<file path="src/rtl/core/pip_pkg.sv">
// shared types and constants of the point-in-polygon block
`default_nettype none

package pip_pkg;

    // width of one multiplier digit handled by a product cell
    localparam int DIGIT_BITS = 16;

    typedef enum logic [1:0] {
        CMD_CLEAR  = 2'd0,
        CMD_APPEND = 2'd1,
        CMD_QUERY  = 2'd2
    } pip_cmd_t;

    typedef enum logic [1:0] {
        ST_IDLE,
        ST_RUN,
        ST_DRAIN,
        ST_DONE
    } pip_state_t;

    typedef struct packed {
        logic [1:0]         command;
        logic signed [31:0] coord_x;
        logic signed [31:0] coord_y;
    } pip_cmd_item_t;

    typedef struct packed {
        logic is_inside;
        logic overflow;
    } pip_res_item_t;

    // control that travels with one edge down the pipeline
    typedef struct packed {
        logic vld;
        logic last;
        logic span;
        logic n1;
        logic n2;
    } pip_tok_t;

endpackage

`default_nettype wire

</file>
<file path="src/rtl/core/pip_mac_cell.sv">
// product cell: adds one digit's partial products to both running sums
`default_nettype none

module pip_mac_cell #(
    parameter int DW  = 33,
    parameter int BW  = 48,
    parameter int IDX = 0
) (
    input  wire logic                clk,
    input  wire logic                rst_n,
    input  wire pip_pkg::pip_tok_t   up_tok,
    input  wire logic [DW-1:0]       up_ma,
    input  wire logic [BW-1:0]       up_mb,
    input  wire logic [DW-1:0]       up_mc,
    input  wire logic [BW-1:0]       up_md,
    input  wire logic [2*DW-1:0]     up_acc1,
    input  wire logic [2*DW-1:0]     up_acc2,
    output pip_pkg::pip_tok_t        dn_tok,
    output logic [DW-1:0]            dn_ma,
    output logic [BW-1:0]            dn_mb,
    output logic [DW-1:0]            dn_mc,
    output logic [BW-1:0]            dn_md,
    output logic [2*DW-1:0]          dn_acc1,
    output logic [2*DW-1:0]          dn_acc2
);

    localparam int DB = pip_pkg::DIGIT_BITS;
    localparam int PW = 2 * DW;
    localparam int SH = IDX * DB;

    pip_pkg::pip_tok_t  tok_reg;
    logic [DW-1:0]      ma_reg, mc_reg;
    logic [BW-1:0]      mb_reg, md_reg;
    logic [PW-1:0]      acc1_reg, acc2_reg;
    logic [PW-1:0]      acc1_next, acc2_next;

    logic [DB-1:0]      dig1, dig2;
    logic [DW+DB-1:0]   p1, p2;

    always_comb
    begin
        dig1 = up_mb[SH +: DB];
        dig2 = up_md[SH +: DB];
        p1   = {{DB{1'b0}}, up_ma} * {{DW{1'b0}}, dig1};
        p2   = {{DB{1'b0}}, up_mc} * {{DW{1'b0}}, dig2};
        // full products fit in PW bits, so truncating a partial one is safe
        acc1_next = up_acc1 + (PW'(p1) << SH);
        acc2_next = up_acc2 + (PW'(p2) << SH);
    end

    always_ff @(posedge clk or negedge rst_n)
    begin
        if (!rst_n)
        begin
            tok_reg <= '0;
        end
        else
        begin
            tok_reg <= up_tok;
        end
    end

    always_ff @(posedge clk)
    begin
        ma_reg   <= up_ma;
        mb_reg   <= up_mb;
        mc_reg   <= up_mc;
        md_reg   <= up_md;
        acc1_reg <= acc1_next;
        acc2_reg <= acc2_next;
    end

    assign dn_tok  = tok_reg;
    assign dn_ma   = ma_reg;
    assign dn_mb   = mb_reg;
    assign dn_mc   = mc_reg;
    assign dn_md   = md_reg;
    assign dn_acc1 = acc1_reg;
    assign dn_acc2 = acc2_reg;

endmodule

`default_nettype wire

</file>
<file path="config.mk">
export PLATFORM = sky130hd
export DESIGN_NAME = pip_mac_cell
export DESIGN_NICKNAME = d
export VERILOG_FILES = /design/src/rtl/core/pip_pkg.sv /design/src/rtl/core/pip_mac_cell.sv
export SDC_FILE = /design/constraint.sdc
export NUM_CORES = 2
export LEC_CHECK = 0
export ABC_AREA = 1
export BUFFER_PORTS_ARGS = -buffer_cell sky130_fd_sc_hd__buf_4
export CAP_MARGIN = 40
export CORE_ASPECT_RATIO = 0.9
export CORE_UTILIZATION = 35
export DETAILED_ROUTE_END_ITERATION = 6
export PLACE_DENSITY_LB_ADDON = 0.12
export SYNTH_ARGS = -nofsm -noshare
export SYNTH_HDL_FRONTEND = slang
export SYNTH_SLANG_ARGS = --single-unit
</file>
<file path="constraint.sdc">
create_clock -name clk -period 0.8 [get_ports clk]
set_input_delay 0.08 -clock clk [delete_from_list [all_inputs] [get_ports clk]]
set_output_delay 0.08 -clock clk [all_outputs]
set_load 0.05 [all_outputs]
</file>
Word level (Yosys, flattened, before mapping)
Index checks and enable logic that the tools add are counted.

storage, ports and cells
  flip-flop bits (word level) = 299
  bits of input ports = 301
  word-level logic and storage cells = 15

operators by class
  add/subtract/negate cells = 2
  multiply operators = 2

operators with widths
  operator        number
  $add 66x49->66  2
  $mul 33x16->49  2

Logic depth before layout (Yosys ltp)
  depth in word-level cells = 2
  mapped depth = 29
  depth with buffers taken out = 27

Least setup slack after synthesis
No wires, ideal clock.

  kind = input-to-reg
  start point = input port up_mc[32]
  end point = register acc2_reg[54] (netlist: dn_acc2[54])
  arrival = 5.012 ns
  required time = 0.688 ns
  slack = -4.325 ns
  stages = 22
  buffers on the path = 2
  cell sequence = clkbuf_1 -> clkbuf_1 -> nand2_1 -> fa_1 -> inv_1 -> fa_1 -> inv_1 -> fa_1 -> inv_1 -> fa_1 -> fa_1 -> inv_1 -> fa_1 -> inv_1 -> ha_1 -> nand2_1 -> nor2_2 -> nand2_1 -> nor4_1 -> nand2_1 -> nand3_1 -> nand2_1

between the ends
  longest elaborated chain between the ends = 2

ends and longest elaborated chain
  item                  RTL line            text
  start, declared       pip_mac_cell.sv:14  input wire logic [DW-1:0] up_mc,
  $mul 33x16->49        pip_mac_cell.sv:45  p2 = {{DB{1'b0}}, up_mc} * {{DW{1'b0}}, dig2};
  $add 66x49->66        pip_mac_cell.sv:48  acc2_next = up_acc2 + (PW'(p2) << SH);
  via acc2_next[54]     pip_mac_cell.sv:35  logic [PW-1:0] acc1_next, acc2_next;
  end signal, assigned  pip_mac_cell.sv:70  acc2_reg <= acc2_next;
  end, declared         pip_mac_cell.sv:34  logic [PW-1:0] acc1_reg, acc2_reg;

The timed path passes the listed nets, and every way through them passes these cells.

Final worst setup path
  start point = input port up_mc[5]
  end point = register acc2_reg[25] (netlist: dn_acc2[25])

The elaborated chain is that of the path after synthesis.

==> run_results.csv <==
group,metric,value,unit
floorplan,coreArea,138000,um2
clocking,cts_num_sinks,299,
global_routing,grt_pass1_wl,280300,um
critical_path,crit_fanout,4,
placement,dp_hpwl,141600,um
final_layout,drive_gt1_share,32.49,%
drt,vias,44496,
sta,slew_headroom,78.53,%
sta,slew_viol_final,0,
drt,wl_per_cell,18.92,um
synthesis,synth_top_cells_by_count,"2,201 x inv_1, 2,086 x nand2_1, 962 x fa_1, 294 x dfxtp_1, 259 x clkbuf_1",
sta,rsz0062_at_grt,"yes",
critical_path,worstPathRequired,1280,ps
sta,timing.final.ws_setup,-3767,ps
sta,setup_viol,430,
synthesis,synthesis.nets,8171,
floorplan,start_util,35.43,%
floorplan,io_pins,600,
sta,post-route-period-util,570.8,%
floorplan,rows,129,
sta,whs,-301.2,ps
final_layout,area_delta_synth_final,48.32,%
critical_path,end_kind,"flip-flop",
synthesis,synth_top_area_share,39.39,%
critical_path,worstSetupStartpoint,"up_mc[5]",
clocking,cts_made_buffers,40,
sta,max_freq,0.2190,GHz
clocking,clockRootBuffer,"clkbuf_16",
min_path,hp-class,"input pin to flip-flop",
global_routing,grt-ovfl-total,0,
global_routing,grt_pass1_vias,46931,
critical_path,critPathSlowestCell,"fa_2",
critical_path,crit_end,"dn_acc2[25]",
synthesis,synth_edf_count,0,
clocking,cts_hold_buffers,201,
critical_path,slowest_delay,600,ps
final_layout,nets,9512,
drt,vias_per_cell,4.512,
sta,layout_min_cycle_time,4567,ps
run_status,outcome,"finished, violations left",
synthesis,yosysMostFrequentCell,"inv_1",
global_routing,track_usage,26.28,%
drt,drt_iter0_drc,2735,
synthesis,syn-cell-area,48890,um2
clocking,clkSlewWorstSetupHoldPaths,60,ps
drt,drt-pass1-iter-count,6,
global_routing,antenna_found_initial,6,
sta,fin_tns_setup,-564460,ps
clocking,cts_max_level,2,
critical_path,cp-start-kind,"input pin",
job,drv_cap,0,
placement,gp_congestion,0.9305,
run_status,violations,"negative hold slack, negative setup slack",
synthesis,synth_flop_cell,"dfxtp_1",
drt,drt_wl_total,186600,um
synthesis,ys_seq_area_share,12.29,%
global_routing,grt_max_degree,27,
sta,worst_pin_slew,319.1,ps
critical_path,cp_cell_sequence,"bufbuf_16, nand2_2, fa_1, inv_1, fa_1, inv_2, fa_1, inv_2, fa_1, fa_1, inv_2, fa_2, inv_2, ha_4, nand2_1, nand2_1, nand2_1, nand2_2, inv_1, nand2_1, nand2_2, nand3_4, buf_12, xor2_4",
critical_path,crit_type,"input pin to flip-flop",
final_layout,final_core_util,52.55,%
synthesis,syn-instance-count,6654,
synthesis,yosysTopAreaCell,"fa_1",
drt,drc,0,
critical_path,critPathMostFrequentCell,"fa_1",
sta,final_hold_viol_count,4,
clocking,clk_path_buf_depth,3,
synthesis,yosys_warnings,0,
drt,ant_nets,0,
synthesis,ys_ff_latch,299,
clocking,cts_tree,"yes",
floorplan,die_y,356.6,um
critical_path,worstPathArrival,5050,ps
placement,portBuffers,599,
synthesis,synth_cell_type_count,34,
floorplan,die_w,396.0,um
synthesis,syn_area_per_cell,7.348,um2
synthesis,synth.area.top_cells,"fa_1 39%, inv_1 17%, nand2_1 16%",
synthesis,async_flop_share,1.672,%
floorplan,die_area,141200,um2
[registers in the layout (all words and copies together) (netlist names)]
name / count
dn_ma: 33
dn_acc1: 66
dn_md: 48
dn_acc2: 66
dn_mb: 48
dn_tok: 5
dn_mc: 33
[worst max-delay path: cells and delay by family]
family | cells | cell delay, ps
buffers and inverters | 8 | 730
adders and majority gates | 7 | 3350
and+or+nand+nor | 8 | 700
xor gates and xnor gates | 1 | 180
[per-layer routing]
layer / wire length [um] / track usage (%)
met1: 88190 / 39.04
met2: 80720 / 40.38
met3: 13010 / 3.676
met4: 4621 / 5.722
met5: 40 / 0
[stage by stage]
| stage | area [um2] | cells | setup slack, ps |
|---|---|---|---|
| floorplan | 51720 | 6654 | -3927 |
| global placement | 60920 | 9419 | -4699 |
| detailed placement | 60920 | 9419 | -4713 |
| CTS | 70150 | 9810 | -3637 |
| global route | 72520 | 9860 | -3888 |
| finish | 72520 | 9862 | -3767 |
[cells in the final DEF (no fill, tap or decap), types with 97 or more instances in the layout]
cell / synthesis / final
ha_1: 254 / 182
buf_4: 0 / 1048
nand2_2: 37 / 349
nand2_4: 0 / 160
nand2_1: 2086 / 1604
dfxtp_1: 294 / 294
inv_2: 13 / 221
dlygate4sd3_1: 0 / 201
buf_6: 0 / 97
fa_1: 962 / 887
inv_1: 2201 / 1982
[final cells by class]
type,count,area (um2)
clock buffers,50,1099
repair buffers,1559,15870
flip-flops and latches,299,6011
inverters,2218,8364
fillers,13222,65480
well taps,1834,2295
multi-input cells,3877,38430
clock inverters,22,442.9
diodes,3,7.507
[repair_timing]
action / CTS / global route
endpoints found under the setup margin: 428 / 430
buffers inserted: 75 / 36
resized for setup: 1055 / 521
endpoints found under the hold margin: 206 / 4
pin swaps: 370 / 335
gates cloned: 47 / 18
[logic make-up after synthesis]
logic type | count (synthesis) | synth area share, %
flops | 299 | 12.29
xor+xnor | 62 | 1.111
fa+ha+maj | 1216 | 45.89
simple gates | 2515 | 20.76
buf+inv | 2478 | 19.02
compound gates | 84 | 0.9238
[worst min-delay path by stage]
| stage | start | endpoint | depth (start not counted) |
|---|---|---|---|
| after detailed placement | rst_n | dn_tok[0] | 1 |
| after global routing | up_acc1[0] | dn_acc1[0] | 2 |
| after global placement | rst_n | dn_tok[3] | 1 |
| after CTS | up_acc1[0] | dn_acc1[0] | 2 |
| after floorplan | rst_n | dn_tok[0] | 0 |
| final | up_acc2[0] | dn_acc2[0] | 2 |
Power is left out: the tool's default activity adds up to more than one toggle a clock period on the data nets, which glitch-free logic cannot reach.
