**src/rtl/core/pip_pkg.sv**
```systemverilog
// shared types and constants of the point-in-polygon block
`default_nettype none

package pip_pkg;

    // width of one multiplier digit handled by a product cell
    localparam int DIGIT_BITS = 16;

    typedef enum logic [1:0] {
        CMD_CLEAR  = 2'd0,
        CMD_APPEND = 2'd1,
        CMD_QUERY  = 2'd2
    } pip_cmd_t;

    typedef enum logic [1:0] {
        ST_IDLE,
        ST_RUN,
        ST_DRAIN,
        ST_DONE
    } pip_state_t;

    typedef struct packed {
        logic [1:0]         command;
        logic signed [31:0] coord_x;
        logic signed [31:0] coord_y;
    } pip_cmd_item_t;

    typedef struct packed {
        logic is_inside;
        logic overflow;
    } pip_res_item_t;

    // control that travels with one edge down the pipeline
    typedef struct packed {
        logic vld;
        logic last;
        logic span;
        logic n1;
        logic n2;
    } pip_tok_t;

endpackage

`default_nettype wire

```
**src/rtl/core/pip_edge.sv**
```systemverilog
// edge front end: span test, differences, operand order and magnitudes
`default_nettype none

module pip_edge #(
    parameter int CB = 32,
    parameter int DW = CB + 1
) (
    input  wire logic                   clk,
    input  wire logic                   rst_n,
    input  wire pip_pkg::pip_tok_t      up_tok,
    input  wire logic signed [CB-1:0]   xi,
    input  wire logic signed [CB-1:0]   yi,
    input  wire logic signed [CB-1:0]   xj,
    input  wire logic signed [CB-1:0]   yj,
    input  wire logic signed [CB-1:0]   px,
    input  wire logic signed [CB-1:0]   py,
    output pip_pkg::pip_tok_t           dn_tok,
    output logic [DW-1:0]               ma,
    output logic [DW-1:0]               mb,
    output logic [DW-1:0]               mc,
    output logic [DW-1:0]               md
);

    pip_pkg::pip_tok_t      s1_tok_reg, s1_tok_next;
    logic signed [DW-1:0]   a_reg, b_reg, c_reg, d_reg;
    logic signed [DW-1:0]   a_next, b_next, c_next, d_next;

    pip_pkg::pip_tok_t      s2_tok_reg, s2_tok_next;
    logic [DW-1:0]          ma_reg, mb_reg, mc_reg, md_reg;
    logic [DW-1:0]          ma_next, mb_next, mc_next, md_next;

    logic signed [DW-1:0]   oa, ob, oc, od;
    logic                   dy_pos;

    // stage 1: half-open span in y and the four differences
    always_comb
    begin
        s1_tok_next      = up_tok;
        s1_tok_next.span = ((yi <= py) && (py < yj)) || ((yj <= py) && (py < yi));
        s1_tok_next.n1   = 1'b0;
        s1_tok_next.n2   = 1'b0;
        a_next = {px[CB-1], px} - {xi[CB-1], xi};
        b_next = {yj[CB-1], yj} - {yi[CB-1], yi};
        c_next = {xj[CB-1], xj} - {xi[CB-1], xi};
        d_next = {py[CB-1], py} - {yi[CB-1], yi};
    end

    // stage 2: a*b < c*d, operands swapped when dy is negative
    always_comb
    begin
        dy_pos = !b_reg[DW-1];
        oa = dy_pos ? a_reg : c_reg;
        ob = dy_pos ? b_reg : d_reg;
        oc = dy_pos ? c_reg : a_reg;
        od = dy_pos ? d_reg : b_reg;
        s2_tok_next    = s1_tok_reg;
        s2_tok_next.n1 = (oa != '0) && (ob != '0) && (oa[DW-1] ^ ob[DW-1]);
        s2_tok_next.n2 = (oc != '0) && (od != '0) && (oc[DW-1] ^ od[DW-1]);
        ma_next = oa[DW-1] ? DW'(-oa) : DW'(oa);
        mb_next = ob[DW-1] ? DW'(-ob) : DW'(ob);
        mc_next = oc[DW-1] ? DW'(-oc) : DW'(oc);
        md_next = od[DW-1] ? DW'(-od) : DW'(od);
    end

    always_ff @(posedge clk or negedge rst_n)
    begin
        if (!rst_n)
        begin
            s1_tok_reg <= '0;
            s2_tok_reg <= '0;
        end
        else
        begin
            s1_tok_reg <= s1_tok_next;
            s2_tok_reg <= s2_tok_next;
        end
    end

    always_ff @(posedge clk)
    begin
        a_reg  <= a_next;
        b_reg  <= b_next;
        c_reg  <= c_next;
        d_reg  <= d_next;
        ma_reg <= ma_next;
        mb_reg <= mb_next;
        mc_reg <= mc_next;
        md_reg <= md_next;
    end

    assign dn_tok = s2_tok_reg;
    assign ma     = ma_reg;
    assign mb     = mb_reg;
    assign mc     = mc_reg;
    assign md     = md_reg;

endmodule

`default_nettype wire

```
**config.mk**
```make
export PLATFORM = sky130hd
export DESIGN_NAME = pip_edge
export DESIGN_NICKNAME = d
export VERILOG_FILES = /design/src/rtl/core/pip_pkg.sv /design/src/rtl/core/pip_edge.sv
export SDC_FILE = /design/constraint.sdc
export NUM_CORES = 1
export LEC_CHECK = 0
export BUFFER_PORTS_ARGS = -buffer_cell sky130_fd_sc_hd__buf_2
export CAP_MARGIN = 40
export CORE_ASPECT_RATIO = 1.2
export CORE_MARGIN = 5
export CORE_UTILIZATION = 55
export CTS_CLUSTER_SIZE = 25
export DETAILED_ROUTE_END_ITERATION = 16
export PLACE_DENSITY = 0.79
export SLEW_MARGIN = 40
export SYNTH_ARGS = -nofsm -noshare
export SYNTH_HDL_FRONTEND = slang
export SYNTH_SLANG_ARGS = --single-unit
```
**constraint.sdc**
```tcl
create_clock -name clk -period 5.8 [get_ports clk]
set_clock_uncertainty 0.15 [all_clocks]
set_input_delay 0.87 -clock clk [delete_from_list [all_inputs] [get_ports clk]]
set_output_delay 0.87 -clock clk [all_outputs]
set_load 0.01 [all_outputs]
```
* After elaboration in Yosys (flattened, before gate mapping)
Cells that the tools add are included.
Operators by class: add/sub/neg operators 8, order comparisons 4, multiplexer cells 8, bitwise operators 2, reductions and logical operators 11
Operator list (count):
- $mux 33 | 4
- $neg 33->33 | 4
- $reduce_bool 33->1 | 4
- $sub 32x32->33 | 4
- $mux 32 | 4
- $le 32x32->1 | 2
- $lt 32x32->1 | 2
- $logic_and 1x1->1 | 6
- $xor 1x1->1 | 2
- $logic_or 1x1->1 | 1
Storage, ports and cells: register bits 272, input bits 199, output and inout port bits 137, logic and storage cells 53

* Longest topological paths before layout
word-level depth 4, mapped depth 22, gate-level depth less buffers 12

* Worst setup path before layout
Ideal clock, no wire load.
path type reg2reg, start register b_reg[32], end register md_reg[32], in the netlist md[32], library setup time 0.115 ns, arrival time 4.991 ns, data required time 5.535 ns, path slack 0.545 ns, cell stages (with the launch flop) 22, buffers on the path 12, period minus slack after synthesis 5.255 ns, path through dfxtp_1 -> buf_6 -> buf_4 -> buf_2 -> buf_2 -> buf_2 -> buf_2 -> buf_2 -> buf_2 -> buf_2 -> buf_2 -> buf_2 -> mux2i_1 -> ha_1 -> o211ai_1 -> or4_1 -> clkbuf_1 -> nor2_1 -> nand4_1 -> a2111oi_0 -> ha_1 -> and2_1
On the way: word-level cells in the longest chain between the ends 2
Ends and longest elaborated chain:
- from (decl) | RTL line pip_edge.sv:25 | logic signed [DW-1:0] a_reg, b_reg, c_reg, d_reg;
- from (signal assigned) | RTL line pip_edge.sv:82 | b_reg <= b_next;
- $mux 33 (*) | RTL line pip_edge.sv:55 | od = dy_pos ? d_reg : b_reg;
- $neg 33->33 | RTL line pip_edge.sv:62 | md_next = od[DW-1] ? DW'(-od) : DW'(od);
- to (signal assigned) | RTL line pip_edge.sv:88 | md_reg <= md_next;
- to (decl) | RTL line pip_edge.sv:29 | logic [DW-1:0] ma_reg, mb_reg, mc_reg, md_reg;
Mark *: on every way between the ends. The rest lies on a longest branch, timed or not. A chain may end at the register's enable or synchronous reset.

* Final worst setup path
Ends and elaborated chain as after synthesis.

==> out/results.ini <==
[status]
status=complete, no violations

[synthesis]
synthArstFlopShare_pct=2.941
synth_area_sq_mm=0.01808
synth_seq_area_share_pct=30.34
yosys_warnings=0
synth_cell_types=78
synth_edf_count=0
synth_area_per_cell_sq_um=8.422
synth_nets=2519
synth_cells=2147
yosys-top-cells-area=dfxtp_1, ha_1, xnor2_1
yosys.area.top_type_share_pct=29.23
synth_flop_cell=dfxtp_1
yosysTopAreaCell=dfxtp_1
ys_ff_latch=272

[global_routing]
first_global_vias=16040
antenna_found_initial=0
grt_use_total_pct=27.15
grt_max_degree=88
grt_pass1_wl_mm=81.51
overflow=0

[routing]
remaining_drc_errors=0
vias=16570
dr.first_iter.drc_count=1037
drt_first_pass_iters=8
ant_nets=0
wl_per_cell_um=18.40
drt_wl_total_mm=53.03
vias_per_cell=5.748

[timing]
hold_viol=0
timing.final.ws_setup_ns=1.415
setup_tns_ns=0
slew_violations=0
finalCritPeriodShare_pct=75.61
relSlewSlack_pct=44.29
min_period_ns=4.385
setup_viol=0
rsz0062_at_grt=false
worst_pin_slew_ns=0.8251
clock.fmax_ghz=0.2280

[critical_path]
crit_path_start_kind=register
slowest_stage=dfxtp_4
cp_common_cell=nor2_1
max_stage_delay_ns=0.82
cp_max_fo=65
worst-path-buf-inv=1
cp.arrival_ns=4.69
crit_type=reg -> reg
required_ns=6.10
cp_top_family=simple AND/OR/NAND/NOR gates
path_cells=buf_4 -> nor3b_1 -> nor2_1 -> or4_1 -> nor2_1 -> nand4_1 -> a2111oi_0 -> ha_1 -> and2_1
critPathCaptureType=register

[finish]
fin_nets=2825
area_growth_pct=16.14
fillers=2771
regArea_sq_mm=0.005489
multi_input_area_sq_mm=0.01169
antenna_cells=0
final_common_cell=buf_2
final_cell_mix=buf_2, dfxtp_1, a21oi_1
final_layout_size_suffix_gt1_share_pct=17.74

[clock_tree]
clockBufferDepth=3
cts_tree=yes
cts-root-buf=clkbuf_16
post-cts-setup-buffer-count=0
clkTransAtPathRegs_ns=0.06
post_cts_resized=0
htree_num_levels=1
cts_buffers=28
cts_hold_buf=0
clk_latency_ns=0.55
cts.sinks=272

[run]
maxCapViolations=0

[worst_hold_path]
hold_path_class=in -> async

[floorplan]
io_pins=336
rows=72
dieArea_sq_mm=0.03662
dieHeight_um=208.6
core_area_sq_mm=0.03234
start_util_pct=55.91
die_w_um=175.5

[pwr]
powerDensity_mw_per_mm2=363.7
p_leak_uw=0.009786
max-vdd-ir-drop_uv=253.5

[place]
gp_congestion=0.9430
io_buffers=332
dp_hpwl_mm=42.65
pre_cts_ws_ns=1.387

kinds of logic (layout without fill, tap and decap cells):
kind of cell               Yosys count  count (layout)  synth area share, %
and+or+nand+nor                    596             596                16.44
AOI/OAI and AO/OA                  532             532                18.51
DFF                                272             272                30.34
xor gates and xnor gates           245             245                11.87
buffers and inverters              228             556                5.017
adders and majority gates          173             173                12.14
muxes                              101             101                5.688
per-layer routing:
metal	vias up	part of all wire, %	track usage (%)
li1	8213	-	-
met1	7672	39	30.59
met2	558	50	49.92
met3	122	6.3	5.152
met4	0	4.7	11.38
met5	-	0	0
cell type report:
type,count,area share [%]
Multi-Input combinational cell,1647,55.67
Clock inverter,13,0.7746
Clock buffer,39,3.772
Inverter,161,2.878
Timing Repair Buffer,343,8.342
Sequential cell,272,26.14
Tap cell,407,2.425
cells in the mapped netlist, drive strengths merged (6+ instances only):
cell type	n
dfxtp	264
a21oi	202
ha	169
nor2	165
inv	161
xnor2	153
nand2	123
o21ai	98
xor2	92
mux2i	87
nor3	79
a21o	51
clkbuf	35
nor2b	35
buf	32
nand2b	30
nand3	30
and3	21
o21a	20
nor4	19
a31oi	17
nand4	17
o21bai	17
nor3b	15
or2	15
a211oi	14
mux2	14
o31ai	13
and2	11
or3	11
a2111oi	9
o211ai	9
a21boi	8
dfrtp	8
and4	7
o311ai	7
or4	7
o31a	6
where the power goes:
| part | internal (uW) | switching, uW |
|---|---|---|
| clock | 1090 | 747 |
| sequential | 2500 | 547 |
| combinational | 1200 | 1560 |
| total | 4790 | 2850 |
worst paths after layout:
kind                                    startpoint                 endpoint  slack [ns]  cells past startpoint
max                              b_reg[32]$_DFF_P_        md[32]$_SDFF_PP0_        1.41                      9
min                                          rst_n      dn_tok[0]$_DFF_PN0_        0.03                      1
max reg2reg                      b_reg[32]$_DFF_P_        md[32]$_SDFF_PP0_        1.41                      9
min reg2reg                s1_tok_reg[4]$_DFF_PN0_      dn_tok[4]$_DFF_PN0_        0.20                      0
max in group asynchronous                    rst_n  s1_tok_reg[3]$_DFF_PN0_        5.25                      1
min in group clk           s1_tok_reg[4]$_DFF_PN0_      dn_tok[4]$_DFF_PN0_        0.20                      0
metrics by stage:
stage	util [%]	total power, uW	cell area, sq um	instances	hold slack, ns
final	64.93	7636	21000	2882	0.02511
after global routing	64.93	8049	21000	2882	0.02532
after CTS	64.89	7636	20990	2881	0.01652
after detailed placement	61.94	5778	20030	2829	0.1887
after global placement	61.93	5722	20030	2829	0.1842
after floorplan	-	4659	18080	2147	0.1812
Power figures use the tool's default switching activity.
